<file path="src/sv/ped_pkg.sv">
`timescale 1ns / 1ps
`default_nettype none
package ped_pkg;

	localparam int MAX_LINE_WIDTH = 4096;
	localparam int COL_W          = 12;
	localparam int LW_W           = 13;
	localparam int SAMPLE_W       = 16;
	localparam int DER_W          = 18;
	localparam int DIFF_W         = 19;
	localparam int LINE_W         = 16;
	localparam int THR_W          = 17;
	localparam int COEFF_W        = 16;
	localparam int OFF_W          = 9;
	localparam int IDX_W          = 3;
	localparam int FIFO_DEPTH     = 4;
	localparam int FIFO_PTR_W     = 2;

	localparam logic [IDX_W-1:0] REG_LINE_WIDTH   = 3'd0;
	localparam logic [IDX_W-1:0] REG_POLARITY     = 3'd1;
	localparam logic [IDX_W-1:0] REG_REVERSE_SCAN = 3'd2;
	localparam logic [IDX_W-1:0] REG_THRESHOLD    = 3'd3;
	localparam logic [IDX_W-1:0] REG_FILTER_EN    = 3'd4;
	localparam logic [IDX_W-1:0] REG_CENTER_COEFF = 3'd5;
	localparam logic [IDX_W-1:0] REG_SIDE_COEFF   = 3'd6;

	typedef struct packed {
		logic [LW_W-1:0]    line_width;
		logic               polarity;
		logic               reverse_scan;
		logic [THR_W-1:0]   threshold;
		logic               filter_enable;
		logic [COEFF_W-1:0] center_coeff;
		logic [COEFF_W-1:0] side_coeff;
	} cfg_t;

	// one detected peak waiting for sub-pixel refinement
	typedef struct packed {
		logic [COL_W-1:0]         column;
		logic signed [DER_W-1:0]  peak;
		logic signed [DIFF_W-1:0] diff_a;
		logic signed [DIFF_W-1:0] diff_b;
		logic [LINE_W-1:0]        line;
		logic                     last;
	} cand_t;

endpackage
`default_nettype wire

</file>
<file path="src/sv/ped_if.sv">
`timescale 1ns / 1ps
`default_nettype none
interface ped_in_if;
	logic        valid;
	logic        ready;
	logic [15:0] sample;
	logic        line_end;
	modport source(output valid, sample, line_end, input ready);
	modport sink(input valid, sample, line_end, output ready);
endinterface

interface ped_out_if;
	logic               valid;
	logic               ready;
	logic [11:0]        edge_column;
	logic signed [8:0]  subpixel_offset;
	logic signed [17:0] edge_strength;
	logic [15:0]        line_number;
	logic               last_of_burst;
	modport source(output valid, edge_column, subpixel_offset, edge_strength, line_number,
		last_of_burst, input ready);
	modport sink(input valid, edge_column, subpixel_offset, edge_strength, line_number,
		last_of_burst, output ready);
endinterface

interface ped_cfg_if;
	logic        valid;
	logic        ready;
	logic [2:0]  index;
	logic [31:0] data;
	modport source(output valid, index, data, input ready);
	modport sink(input valid, index, data, output ready);
endinterface
`default_nettype wire

</file>
<file path="src/sv/ped_fifo.sv">
`timescale 1ns / 1ps
`default_nettype none
module ped_fifo (
	input  wire logic           clk,
	input  wire logic           arst_n,
	input  wire logic           push,
	input  wire ped_pkg::cand_t push_data,
	output logic                full,
	input  wire logic           pop,
	output ped_pkg::cand_t      pop_data,
	output logic                empty
);
	ped_pkg::cand_t                  mem_q [ped_pkg::FIFO_DEPTH];
	logic [ped_pkg::FIFO_PTR_W-1:0]  wr_q;
	logic [ped_pkg::FIFO_PTR_W-1:0]  rd_q;
	logic [ped_pkg::FIFO_PTR_W:0]    cnt_q;

	assign full     = (cnt_q == (ped_pkg::FIFO_PTR_W+1)'(ped_pkg::FIFO_DEPTH));
	assign empty    = (cnt_q == '0);
	assign pop_data = mem_q[rd_q];

	always_ff @(posedge clk) begin
		if (push) begin
			mem_q[wr_q] <= push_data;
		end
	end

	always_ff @(posedge clk or negedge arst_n) begin
		if (!arst_n) begin
			wr_q  <= '0;
			rd_q  <= '0;
			cnt_q <= '0;
		end else begin
			if (push) wr_q <= wr_q + 1'b1;
			if (pop) rd_q <= rd_q + 1'b1;
			if (push && !pop) cnt_q <= cnt_q + 1'b1;
			else if (pop && !push) cnt_q <= cnt_q - 1'b1;
		end
	end

	a_no_overflow: assert property (@(posedge clk) disable iff (!arst_n) !(push && full))
		else $error("push into full queue");
	a_no_underflow: assert property (@(posedge clk) disable iff (!arst_n) !(pop && empty))
		else $error("pop from empty queue");
endmodule
`default_nettype wire

</file>
<file path="src/sv/ped_front.sv">
`timescale 1ns / 1ps
`default_nettype none
module ped_front (
	input  wire logic          clk,
	input  wire logic          arst_n,
	ped_in_if.sink             samples,
	input  wire ped_pkg::cfg_t cfg,
	output logic               push,
	output ped_pkg::cand_t     push_data,
	input  wire logic          full
);
	localparam logic [3:0] S_IDLE = 4'd0;
	localparam logic [3:0] S_MUL1 = 4'd1;
	localparam logic [3:0] S_MUL2 = 4'd2;
	localparam logic [3:0] S_FA   = 4'd3;
	localparam logic [3:0] S_CA   = 4'd4;
	localparam logic [3:0] S_FB   = 4'd5;
	localparam logic [3:0] S_CB   = 4'd6;
	localparam logic [3:0] S_DC   = 4'd7;
	localparam logic [3:0] S_CC   = 4'd8;
	localparam logic [3:0] S_FIN  = 4'd9;

	localparam logic [ped_pkg::LW_W-1:0] LW_MAX = ped_pkg::LW_W'(ped_pkg::MAX_LINE_WIDTH);

	logic [3:0]                           state_q;
	logic [ped_pkg::SAMPLE_W-1:0]         sw0_q, sw1_q, sw2_q;
	logic [ped_pkg::SAMPLE_W-1:0]         fw1_q, fw2_q;
	logic signed [ped_pkg::DER_W-1:0]     dw0_q, dw1_q, dw2_q;
	logic [ped_pkg::COL_W-1:0]            col_q;
	logic [ped_pkg::LINE_W-1:0]           line_q;
	logic                                 end_q;
	logic [32:0]                          prod_q;
	logic [33:0]                          acc_q;
	logic                                 chk_q;
	logic [ped_pkg::COL_W-1:0]            chk_col_q;
	logic                                 pend_v_q;
	ped_pkg::cand_t                       pend_q;

	logic [ped_pkg::LW_W-1:0]             eff_w;
	logic [33:0]                          rnd;
	logic [ped_pkg::SAMPLE_W-1:0]         fsat;
	logic [ped_pkg::SAMPLE_W-1:0]         fp_val;
	logic [ped_pkg::COL_W-1:0]            fp_j;
	logic                                 do_fp;
	logic signed [ped_pkg::DER_W-1:0]     d_new;
	logic signed [ped_pkg::DIFF_W-1:0]    y1e, y2e, y3e, thr_e;
	logic                                 hit, in_check, stall;
	ped_pkg::cand_t                       cand;

	always_comb begin
		if (cfg.line_width < ped_pkg::LW_W'(3)) eff_w = ped_pkg::LW_W'(3);
		else if (cfg.line_width > LW_MAX) eff_w = LW_MAX;
		else eff_w = cfg.line_width;
	end

	assign samples.ready = (state_q == S_IDLE);

	// rounded and saturated kernel output
	assign rnd  = acc_q + 34'd32768;
	assign fsat = (|rnd[33:32]) ? '1 : rnd[31:16];

	always_comb begin
		if (state_q == S_FB) begin
			fp_val = sw2_q;
			fp_j   = col_q;
		end else begin
			fp_val = (col_q == 12'd1 || !cfg.filter_enable) ? sw1_q : fsat;
			fp_j   = col_q - 1'b1;
		end
	end
	assign do_fp = (state_q == S_FA && col_q != '0) || (state_q == S_FB);
	assign d_new = ped_pkg::DER_W'($signed({2'b00, fw1_q}) - $signed({2'b00, fp_val}));

	// peak test on the derivative window
	assign y1e   = {dw0_q[17], dw0_q};
	assign y2e   = {dw1_q[17], dw1_q};
	assign y3e   = {dw2_q[17], dw2_q};
	assign thr_e = $signed({2'b00, cfg.threshold});
	always_comb begin
		if (cfg.polarity) hit = chk_q && (y2e > thr_e) && (y2e >= y1e) && (y2e >= y3e);
		else hit = chk_q && (y2e < -thr_e) && (y2e <= y1e) && (y2e <= y3e);
	end
	assign in_check = (state_q == S_CA) || (state_q == S_CB) || (state_q == S_CC);
	assign stall    = in_check && hit && pend_v_q && full;

	always_comb begin
		cand.column = cfg.reverse_scan ?
			ped_pkg::COL_W'(eff_w - 13'd1 - {1'b0, chk_col_q}) : chk_col_q;
		cand.peak   = dw1_q;
		cand.diff_a = y1e - y2e;
		cand.diff_b = y3e - y2e;
		cand.line   = line_q;
		cand.last   = 1'b0;
	end

	// a held peak goes out once the next one shows up or the item is done
	assign push = (in_check && hit && pend_v_q && !full) ||
		(state_q == S_FIN && pend_v_q && !full);
	always_comb begin
		push_data      = pend_q;
		push_data.last = (state_q == S_FIN);
	end

	always_ff @(posedge clk) begin
		if (state_q == S_MUL1) begin
			prod_q <= cfg.side_coeff * ({1'b0, sw0_q} + {1'b0, sw2_q});
		end
		if (state_q == S_MUL2) begin
			acc_q <= {1'b0, prod_q} + {2'b00, 32'(cfg.center_coeff) * 32'(sw1_q)};
		end
		if (in_check && hit && !stall) begin
			pend_q <= cand;
		end
	end

	always_ff @(posedge clk or negedge arst_n) begin
		if (!arst_n) begin
			state_q   <= S_IDLE;
			sw0_q     <= '0;
			sw1_q     <= '0;
			sw2_q     <= '0;
			fw1_q     <= '0;
			fw2_q     <= '0;
			dw0_q     <= '0;
			dw1_q     <= '0;
			dw2_q     <= '0;
			col_q     <= '0;
			line_q    <= '0;
			end_q     <= 1'b0;
			chk_q     <= 1'b0;
			chk_col_q <= '0;
			pend_v_q  <= 1'b0;
		end else begin
			if (do_fp) begin
				fw1_q <= fw2_q;
				fw2_q <= fp_val;
			end
			case (state_q)
				S_IDLE: begin
					if (samples.valid) begin
						sw0_q   <= sw1_q;
						sw1_q   <= sw2_q;
						sw2_q   <= samples.sample;
						end_q   <= samples.line_end || (({1'b0, col_q} + 13'd1) >= eff_w);
						state_q <= S_MUL1;
					end
				end
				S_MUL1: state_q <= S_MUL2;
				S_MUL2: state_q <= S_FA;
				S_FA, S_FB: begin
					chk_q <= 1'b0;
					if (do_fp) begin
						if (fp_j == '0) begin
							dw0_q <= dw1_q;
							dw1_q <= dw2_q;
							dw2_q <= '0;
						end else if (fp_j >= 12'd2) begin
							dw0_q     <= dw1_q;
							dw1_q     <= dw2_q;
							dw2_q     <= d_new;
							chk_q     <= (fp_j >= 12'd3);
							chk_col_q <= fp_j - 12'd2;
						end
					end
					state_q <= (state_q == S_FA) ? S_CA : S_CB;
				end
				S_DC: begin
					chk_q <= 1'b0;
					if (col_q != '0) begin
						dw0_q     <= dw1_q;
						dw1_q     <= dw2_q;
						dw2_q     <= '0;
						chk_q     <= (col_q >= 12'd2);
						chk_col_q <= col_q - 1'b1;
					end
					state_q <= S_CC;
				end
				S_CA, S_CB, S_CC: begin
					if (!stall) begin
						if (hit) pend_v_q <= 1'b1;
						if (state_q == S_CA) state_q <= end_q ? S_FB : S_FIN;
						else if (state_q == S_CB) state_q <= S_DC;
						else state_q <= S_FIN;
					end
				end
				S_FIN: begin
					if (!pend_v_q || !full) begin
						pend_v_q <= 1'b0;
						if (end_q) begin
							col_q  <= '0;
							line_q <= line_q + 1'b1;
						end else begin
							col_q <= col_q + 1'b1;
						end
						state_q <= S_IDLE;
					end
				end
				default: state_q <= S_IDLE;
			endcase
		end
	end

	a_idle_no_pending: assert property (@(posedge clk) disable iff (!arst_n)
		(state_q == S_IDLE) |-> !pend_v_q)
		else $error("peak left pending across items");
endmodule
`default_nettype wire

</file>
<file path="src/sv/ped_back.sv">
`timescale 1ns / 1ps
`default_nettype none
module ped_back (
	input  wire logic           clk,
	input  wire logic           arst_n,
	output logic                pop,
	input  wire ped_pkg::cand_t pop_data,
	input  wire logic           empty,
	ped_out_if.source           edges
);
	localparam logic [1:0] B_IDLE = 2'd0;
	localparam logic [1:0] B_PREP = 2'd1;
	localparam logic [1:0] B_DIV  = 2'd2;
	localparam logic [1:0] B_OUT  = 2'd3;
	localparam int DVD_W = 40;
	localparam int DVS_W = 22;
	localparam logic [5:0] LAST_STEP = 6'(DVD_W - 1);

	logic [1:0]                 state_q;
	ped_pkg::cand_t             c_q;
	logic                       den_neg_q, num_neg_q, sel_q;
	logic [18:0]                dmag_q;
	logic [DVD_W-1:0]           sq_q;
	logic [DVD_W-1:0]           dvd_q;
	logic [DVS_W-1:0]           dvs_q;
	logic [DVS_W-1:0]           rem_q;
	logic [5:0]                 cnt_q;
	logic signed [8:0]          off_q;
	logic signed [17:0]         str_q;

	logic signed [19:0]         sum, dif, num_n;
	logic [19:0]                dmag, nmag;
	logic [DVS_W:0]             rem_sh;
	logic                       ge;
	logic [DVD_W-1:0]           quo;
	logic [DVD_W-1:0]           qc;
	logic signed [DVD_W+1:0]    str_w;

	assign sum   = {c_q.diff_a[18], c_q.diff_a} + {c_q.diff_b[18], c_q.diff_b};
	assign dif   = {c_q.diff_a[18], c_q.diff_a} - {c_q.diff_b[18], c_q.diff_b};
	assign num_n = sum[19] ? -dif : dif;
	assign dmag  = sum[19] ? 20'(-sum) : 20'(sum);
	assign nmag  = num_n[19] ? 20'(-num_n) : 20'(num_n);

	// restoring divider, one quotient bit per cycle
	assign rem_sh = {rem_q, dvd_q[DVD_W-1]};
	assign ge     = rem_sh >= {1'b0, dvs_q};
	assign quo    = {dvd_q[DVD_W-2:0], ge};
	assign qc     = (quo > 40'd128) ? 40'd128 : quo;
	assign str_w  = den_neg_q ? ($signed({{24{c_q.peak[17]}}, c_q.peak}) + $signed({2'b00, quo}))
		: ($signed({{24{c_q.peak[17]}}, c_q.peak}) - $signed({2'b00, quo}));

	assign pop                   = (state_q == B_IDLE) && !empty;
	assign edges.valid           = (state_q == B_OUT);
	assign edges.edge_column     = c_q.column;
	assign edges.subpixel_offset = off_q;
	assign edges.edge_strength   = str_q;
	assign edges.line_number     = c_q.line;
	assign edges.last_of_burst   = c_q.last;

	always_ff @(posedge clk) begin
		if (pop) c_q <= pop_data;
		if (state_q == B_PREP) begin
			den_neg_q <= sum[19];
			num_neg_q <= num_n[19];
			dmag_q    <= dmag[18:0];
			sq_q      <= DVD_W'(dif) * DVD_W'(dif);
			dvd_q     <= DVD_W'({nmag, 7'b0}) + DVD_W'(dmag[19:1]);
			dvs_q     <= DVS_W'(dmag);
			rem_q     <= '0;
			cnt_q     <= '0;
			sel_q     <= 1'b0;
			off_q     <= '0;
			str_q     <= c_q.peak;
		end
		if (state_q == B_DIV) begin
			rem_q <= ge ? DVS_W'(rem_sh - {1'b0, dvs_q}) : rem_sh[DVS_W-1:0];
			dvd_q <= quo;
			cnt_q <= cnt_q + 1'b1;
			if (cnt_q == LAST_STEP) begin
				if (!sel_q) begin
					off_q <= num_neg_q ? 9'(-$signed({1'b0, qc[7:0]})) : 9'(qc[8:0]);
					dvd_q <= sq_q + DVD_W'({dmag_q, 2'b00});
					dvs_q <= DVS_W'({dmag_q, 3'b000});
					rem_q <= '0;
					cnt_q <= '0;
					sel_q <= 1'b1;
				end else begin
					if (str_w > 42'sd131071) str_q <= 18'sd131071;
					else if (str_w < -42'sd131072) str_q <= -18'sd131072;
					else str_q <= str_w[17:0];
				end
			end
		end
	end

	always_ff @(posedge clk or negedge arst_n) begin
		if (!arst_n) begin
			state_q <= B_IDLE;
		end else begin
			case (state_q)
				B_IDLE: if (!empty) state_q <= B_PREP;
				B_PREP: begin
					if (c_q.diff_a == '0 || c_q.diff_b == '0) state_q <= B_OUT;
					else state_q <= B_DIV;
				end
				B_DIV: if (cnt_q == LAST_STEP && sel_q) state_q <= B_OUT;
				B_OUT: if (edges.ready) state_q <= B_IDLE;
				default: state_q <= B_IDLE;
			endcase
		end
	end

	a_offset_range: assert property (@(posedge clk) disable iff (!arst_n)
		edges.valid |-> (off_q <= 9'sd128 && off_q >= -9'sd128))
		else $error("sub-pixel offset out of range");
endmodule
`default_nettype wire

</file>
<file path="src/sv/profile_edge_detector.sv">
`timescale 1ns / 1ps
`default_nettype none
// Caliper edge detector for averaged scan-line profiles. Samples arrive one per transfer in
// column order; a line ends at a sample with line_end set or at column line_width-1 (clamped
// to 3..4096). The samples are smoothed with a symmetric 3-tap kernel when filter_enable
// is set (ends left as they are), differentiated by central difference, and local extremes
// past the threshold of the chosen polarity are reported with a parabolic sub-pixel offset
// and interpolated strength, each peak test able to yield an edge and the last edge of a
// sample flagged last_of_burst. The front end takes a new sample only once its sequencer
// is done with the last one (it walks filter multiply, window updates and up to three peak
// tests) and waits for room in the result queue; peaks wait in a 4-entry queue, and the
// back end takes one edge at a time, working through two 40-step serial divisions, or
// skipping them when the parabola is flat on one side. The output register holds a result
// until it is taken while the front end keeps filling the queue. Configuration writes are
// taken at any time and should only be issued while the block is idle.
module profile_edge_detector (
	input  wire logic clk,
	input  wire logic arst_n,
	ped_in_if.sink    samples,
	ped_out_if.source edges,
	ped_cfg_if.sink   cfg
);
	ped_pkg::cfg_t  cfg_q;
	logic           q_push, q_full, q_pop, q_empty;
	ped_pkg::cand_t q_wdata, q_rdata;

	// register file, always ready
	assign cfg.ready = 1'b1;

	always_ff @(posedge clk or negedge arst_n) begin
		if (!arst_n) begin
			cfg_q.line_width    <= 13'd800;
			cfg_q.polarity      <= 1'b0;
			cfg_q.reverse_scan  <= 1'b0;
			cfg_q.threshold     <= 17'd20480;
			cfg_q.filter_enable <= 1'b1;
			cfg_q.center_coeff  <= 16'd40000;
			cfg_q.side_coeff    <= 16'd12768;
		end else if (cfg.valid) begin
			case (cfg.index)
				ped_pkg::REG_LINE_WIDTH:   cfg_q.line_width    <= cfg.data[12:0];
				ped_pkg::REG_POLARITY:     cfg_q.polarity      <= cfg.data[0];
				ped_pkg::REG_REVERSE_SCAN: cfg_q.reverse_scan  <= cfg.data[0];
				ped_pkg::REG_THRESHOLD:    cfg_q.threshold     <= cfg.data[16:0];
				ped_pkg::REG_FILTER_EN:    cfg_q.filter_enable <= cfg.data[0];
				ped_pkg::REG_CENTER_COEFF: cfg_q.center_coeff  <= cfg.data[15:0];
				ped_pkg::REG_SIDE_COEFF:   cfg_q.side_coeff    <= cfg.data[15:0];
				default: ; // unused index, transfer dropped
			endcase
		end
	end

	// front end: filter, derivative and peak tests
	ped_front u_front (
		.clk       (clk),
		.arst_n    (arst_n),
		.samples   (samples),
		.cfg       (cfg_q),
		.push      (q_push),
		.push_data (q_wdata),
		.full      (q_full)
	);

	// peaks waiting for refinement
	ped_fifo u_fifo (
		.clk       (clk),
		.arst_n    (arst_n),
		.push      (q_push),
		.push_data (q_wdata),
		.full      (q_full),
		.pop       (q_pop),
		.pop_data  (q_rdata),
		.empty     (q_empty)
	);

	// back end: parabola vertex and strength
	ped_back u_back (
		.clk      (clk),
		.arst_n   (arst_n),
		.pop      (q_pop),
		.pop_data (q_rdata),
		.empty    (q_empty),
		.edges    (edges)
	);
endmodule
`default_nettype wire
</file>
<file path="src/flat_wrapper.sv">
// flat-port wrapper written by rule: the top's interface ports become plain ports
module profile_edge_detector_flat 
  (clk, arst_n, samples_valid, samples_sample, samples_line_end, samples_ready, edges_valid, edges_edge_column, edges_subpixel_offset, edges_edge_strength, edges_line_number, edges_last_of_burst, edges_ready, cfg_valid, cfg_index, cfg_data, cfg_ready);
  ped_in_if samples_i ();
  ped_out_if edges_i ();
  ped_cfg_if cfg_i ();
  input  wire logic clk;
  input  wire logic arst_n;
  input wire logic [$bits(samples_i.valid)-1:0] samples_valid;
  input wire logic [$bits(samples_i.sample)-1:0] samples_sample;
  input wire logic [$bits(samples_i.line_end)-1:0] samples_line_end;
  output wire logic [$bits(samples_i.ready)-1:0] samples_ready;
  output wire logic [$bits(edges_i.valid)-1:0] edges_valid;
  output wire logic [$bits(edges_i.edge_column)-1:0] edges_edge_column;
  output wire logic [$bits(edges_i.subpixel_offset)-1:0] edges_subpixel_offset;
  output wire logic [$bits(edges_i.edge_strength)-1:0] edges_edge_strength;
  output wire logic [$bits(edges_i.line_number)-1:0] edges_line_number;
  output wire logic [$bits(edges_i.last_of_burst)-1:0] edges_last_of_burst;
  input wire logic [$bits(edges_i.ready)-1:0] edges_ready;
  input wire logic [$bits(cfg_i.valid)-1:0] cfg_valid;
  input wire logic [$bits(cfg_i.index)-1:0] cfg_index;
  input wire logic [$bits(cfg_i.data)-1:0] cfg_data;
  output wire logic [$bits(cfg_i.ready)-1:0] cfg_ready;
  assign samples_i.valid = samples_valid;
  assign samples_i.sample = samples_sample;
  assign samples_i.line_end = samples_line_end;
  assign samples_ready = samples_i.ready;
  assign edges_valid = edges_i.valid;
  assign edges_edge_column = edges_i.edge_column;
  assign edges_subpixel_offset = edges_i.subpixel_offset;
  assign edges_edge_strength = edges_i.edge_strength;
  assign edges_line_number = edges_i.line_number;
  assign edges_last_of_burst = edges_i.last_of_burst;
  assign edges_i.ready = edges_ready;
  assign cfg_i.valid = cfg_valid;
  assign cfg_i.index = cfg_index;
  assign cfg_i.data = cfg_data;
  assign cfg_ready = cfg_i.ready;
  profile_edge_detector u_core (.clk(clk), .arst_n(arst_n), .samples(samples_i), .edges(edges_i), .cfg(cfg_i));
endmodule
</file>
<file path="config.mk">
export PLATFORM = sky130hd
export DESIGN_NAME = profile_edge_detector_flat
export DESIGN_NICKNAME = d
export VERILOG_FILES = /design/src/sv/ped_pkg.sv /design/src/sv/ped_if.sv /design/src/sv/ped_fifo.sv /design/src/sv/ped_front.sv /design/src/sv/ped_back.sv /design/src/sv/profile_edge_detector.sv /design/src/flat_wrapper.sv
export SDC_FILE = /design/constraint.sdc
export NUM_CORES = 2
export LEC_CHECK = 0
export BUFFER_PORTS_ARGS = -buffer_cell sky130_fd_sc_hd__buf_2
export CAP_MARGIN = 20
export CORE_MARGIN = 1.5
export CORE_UTILIZATION = 55
export CTS_CLUSTER_SIZE = 8
export DETAILED_ROUTE_END_ITERATION = 16
export PLACE_DENSITY = 0.71
export SYNTH_ARGS = -nofsm -noshare
export SYNTH_HDL_FRONTEND = slang
export SYNTH_SLANG_ARGS = --single-unit
</file>
<file path="constraint.sdc">
create_clock -name clk -period 10.7 [get_ports clk]
set_input_delay 2.675 -clock clk [delete_from_list [all_inputs] [get_ports clk]]
set_output_delay 2.675 -clock clk [all_outputs]
set_load 0.1 [all_outputs]
</file>
==> metrics.txt <==
status completed; NumNets Final a little over 9000; Worst Path Max Fanout 8; Die ar. between 150000 and 200000 sq um; CTS sink count 984; setup TNS 0 ns; Iter 0 DRT Violations 3814; Port Buffers between 90 and 100; first-pass GRT wire length ~330 mm; slowest CP cell fa_1; gpl congestion 0.9700; cells after synthesis 7776; register area share after synthesis 33.87%; RSZ-0062 raised after global routing no; CP most frequent cell fa_1; I/O Pins 116; CTS tree yes; clock root cell clkbuf_16; htree depth 4; Starting Density 55.47%; synth top area cells edfxtp_1, fa_1, ha_1; area delta synth->final 8.390%; Post-synth EDFFs 682; Post-Synthesis Cell Area 82110 sq um; Overall Global Routing Usage between 20% and 30%; fin crit share 95.44%; gr ovfl total 0; register bit total from synthesis 984; drt total wl 209.5 mm; Startpoint Class flop; chip height 389.4 um; R2R depth 33; delay of the slowest cell on the worst path ~0.66 ns; antenna violations before repair 10; FMAX slightly below 0.1 GHz; Synth area leader edfxtp_1; Max-Cap Viols 0; Crit Path Category flop to flop; min Tclk post-route 10.21 ns; Critical Path Source u_core.u_back.c_q[19]; Register-to-Register Setup Slack 0.49 ns; fraction of layout cells with a size suffix above 1 9.011%; Chip Width slightly below 400 um; Via Count around 57000; Fin. Hold Viols 0; Pins Over Slew Limit 0; Critical R2R Launch u_core.u_back.c_q[19]; setup violators final 0; Worst R2R End u_core.u_back.sq_q[38]; CP required 11.20 ns; Clock Skews roughly 0.052 ns; Worst-Skew Late Latency between 0.7 and 0.8 ns; DR vias/cell 5.747; mean cell area of the mapped netlist approximately 11 sq um; most frequent cells in the layout inv_1, fa_1, nand2_1, edfxtp_1, ha_1; Setup crit end kind flop; wire per inst 21.26 um; hold_buf cts 0; number of global-route vias before repair between 50000 and 60000; library cells used by synthesis about 110; ys flop type edfxtp_1; post-route ant nets 0; asr flop ratio synth between 20 and 30%; largest net degree at the start of global routing 76; Syn. warnings 0; worst-case clock buffer depth 3; CTS clk-pin slew, worst paths roughly 0.050 ns; type of the most critical hold path flop to flop; FP Rows between 100 and 150; Detail Placement HPWL 156.4 mm; Worst-Margin Slew 1.137 ns; most common cell after layout, fill and taps aside inv_1; core area 148000 sq um; worst setup path end u_core.u_back.sq_q[38]; DRC 0; crit path DAT 10.71 ns; Synth top area share 24.94%; drt first pass iters 6; slew margin rel. 23.94%; Num CTS Buffers between 100 and 150
==> how the worst min path moves through the flow <==
| stage | from | to | slack (ns) | cells after the start |
|---|---|---|---|---|
| final | u_core.u_back.dmag_q[12] | u_core.u_back.dvs_q[15] | 0.47 | 2 |
| after global routing | u_core.u_front.push_data[1] | u_core.u_fifo.mem_q[0][1] | 0.49 | 0 |
| after CTS | u_core.u_front.push_data[1] | u_core.u_fifo.mem_q[0][1] | 0.47 | 0 |
| after detailed placement | u_core.u_front.fw2_q[3] | u_core.u_front.fw2_q[3] | 0.47 | 2 |
| after global placement | u_core.u_front.fw2_q[13] | u_core.u_front.fw2_q[13] | 0.46 | 2 |
| after floorplan | u_core.u_front.line_q[15] | u_core.u_front.line_q[15] | 0.44 | 1 |
==> critical path: cells and delay by family (launching register included) <==
family | cells | cell delay, ns
xor gates and xnor gates | 1 | 0.09
AOI/OAI and AO/OA | 12 | 3.42
buffers and inverters | 5 | 0.64
adders and majority gates | 9 | 4.52
and+or+nand+nor | 6 | 0.85
DFF | 1 | 0.44
==> Yosys cell counts, types with 107 or more instances <==
cell type and instances:
inv_1 1213, nor2_1 449, nand2_1 775, xor2_1 151, a21o_1 115, nand3_1 107, o21ai_0 262, edfxtp_1 682
a21oi_1 333, clkbuf_1 227, mux2_2 147, fa_1 826, ha_1 599, xnor2_1 284, dfrtp_1 235, and2_1 188
==> cell families after synthesis <==
group	Yosys count	synth area share, %
other	2	0.009146
multiplexers	258	4.649
buffers and inverters	1540	7.224
XOR/XNOR	439	4.733
AO/OA/AOI/OAI	1153	8.942
adder cells (fa/ha/maj)	1425	29.27
flip-flops	984	33.87
AND/OR/NAND/NOR	1975	11.31
==> registers in the layout, indices dropped and copies added (netlist names), 17 cells and up <==
signal                             flops
u_core.cfg_q                          65
u_core.u_back.c_q                     55
u_core.u_back.dmag_q                  19
u_core.u_back.dvd_q                   40
u_core.u_back.dvs_q                   22
u_core.u_back.edges.edge_strength     18
u_core.u_back.rem_q                   22
u_core.u_back.sq_q                    38
u_core.u_fifo.mem_q                  336
u_core.u_front.acc_q                  19
u_core.u_front.dw0_q                  17
u_core.u_front.dw1_q                  17
u_core.u_front.dw2_q                  17
u_core.u_front.prod_q                 33
u_core.u_front.push_data              83
==> area by class of cell <==
cell class                 instances  area (sq um)
multi-input combinational       5253         48470
clock buffer                     241          3988
inverter                        1224          4597
tap                             1930          2415
antenna                            1         2.502
fill                           11910         59020
sequential                       984         27820
clock inverter                    19         425.4
timing repair buffer             203          1286
==> metal layers <==
layer  GRT usage, %  share of wire (%)  vias up  routed length [um]
li1               -                  -    25930                   -
met1          34.26                 39    28420               80820
met2          49.12                 50     1744              104700
met3          3.964                5.3      530               11150
met4          15.11                6.1       12               12720
met5              0              0.038        -                  80
==> through the flow <==
stage	util, %	cell area [sq um]	worst slack (ns)	cells	hold WS (ns)
after floorplan	-	82110	1.175	7777	0.4372
after global placement	57.13	84570	0.5378	9593	0.4584
after detailed placement	57.13	84570	0.3908	9593	0.4672
after CTS	60.12	88980	0.2879	9853	0.4692
after global routing	60.13	89000	0.02358	9855	0.4915
final	60.13	89000	0.4884	9855	0.4731
==> repair_timing <==
action | 4_1_cts | 5_1_grt
resized for setup | 0 | 4
setup buffers | 0 | 0
setup endpoints to repair | 0 | 2
Power is left out: the tool's default activity adds up to more than one toggle a clock period on the data nets, which glitch-free logic cannot reach.
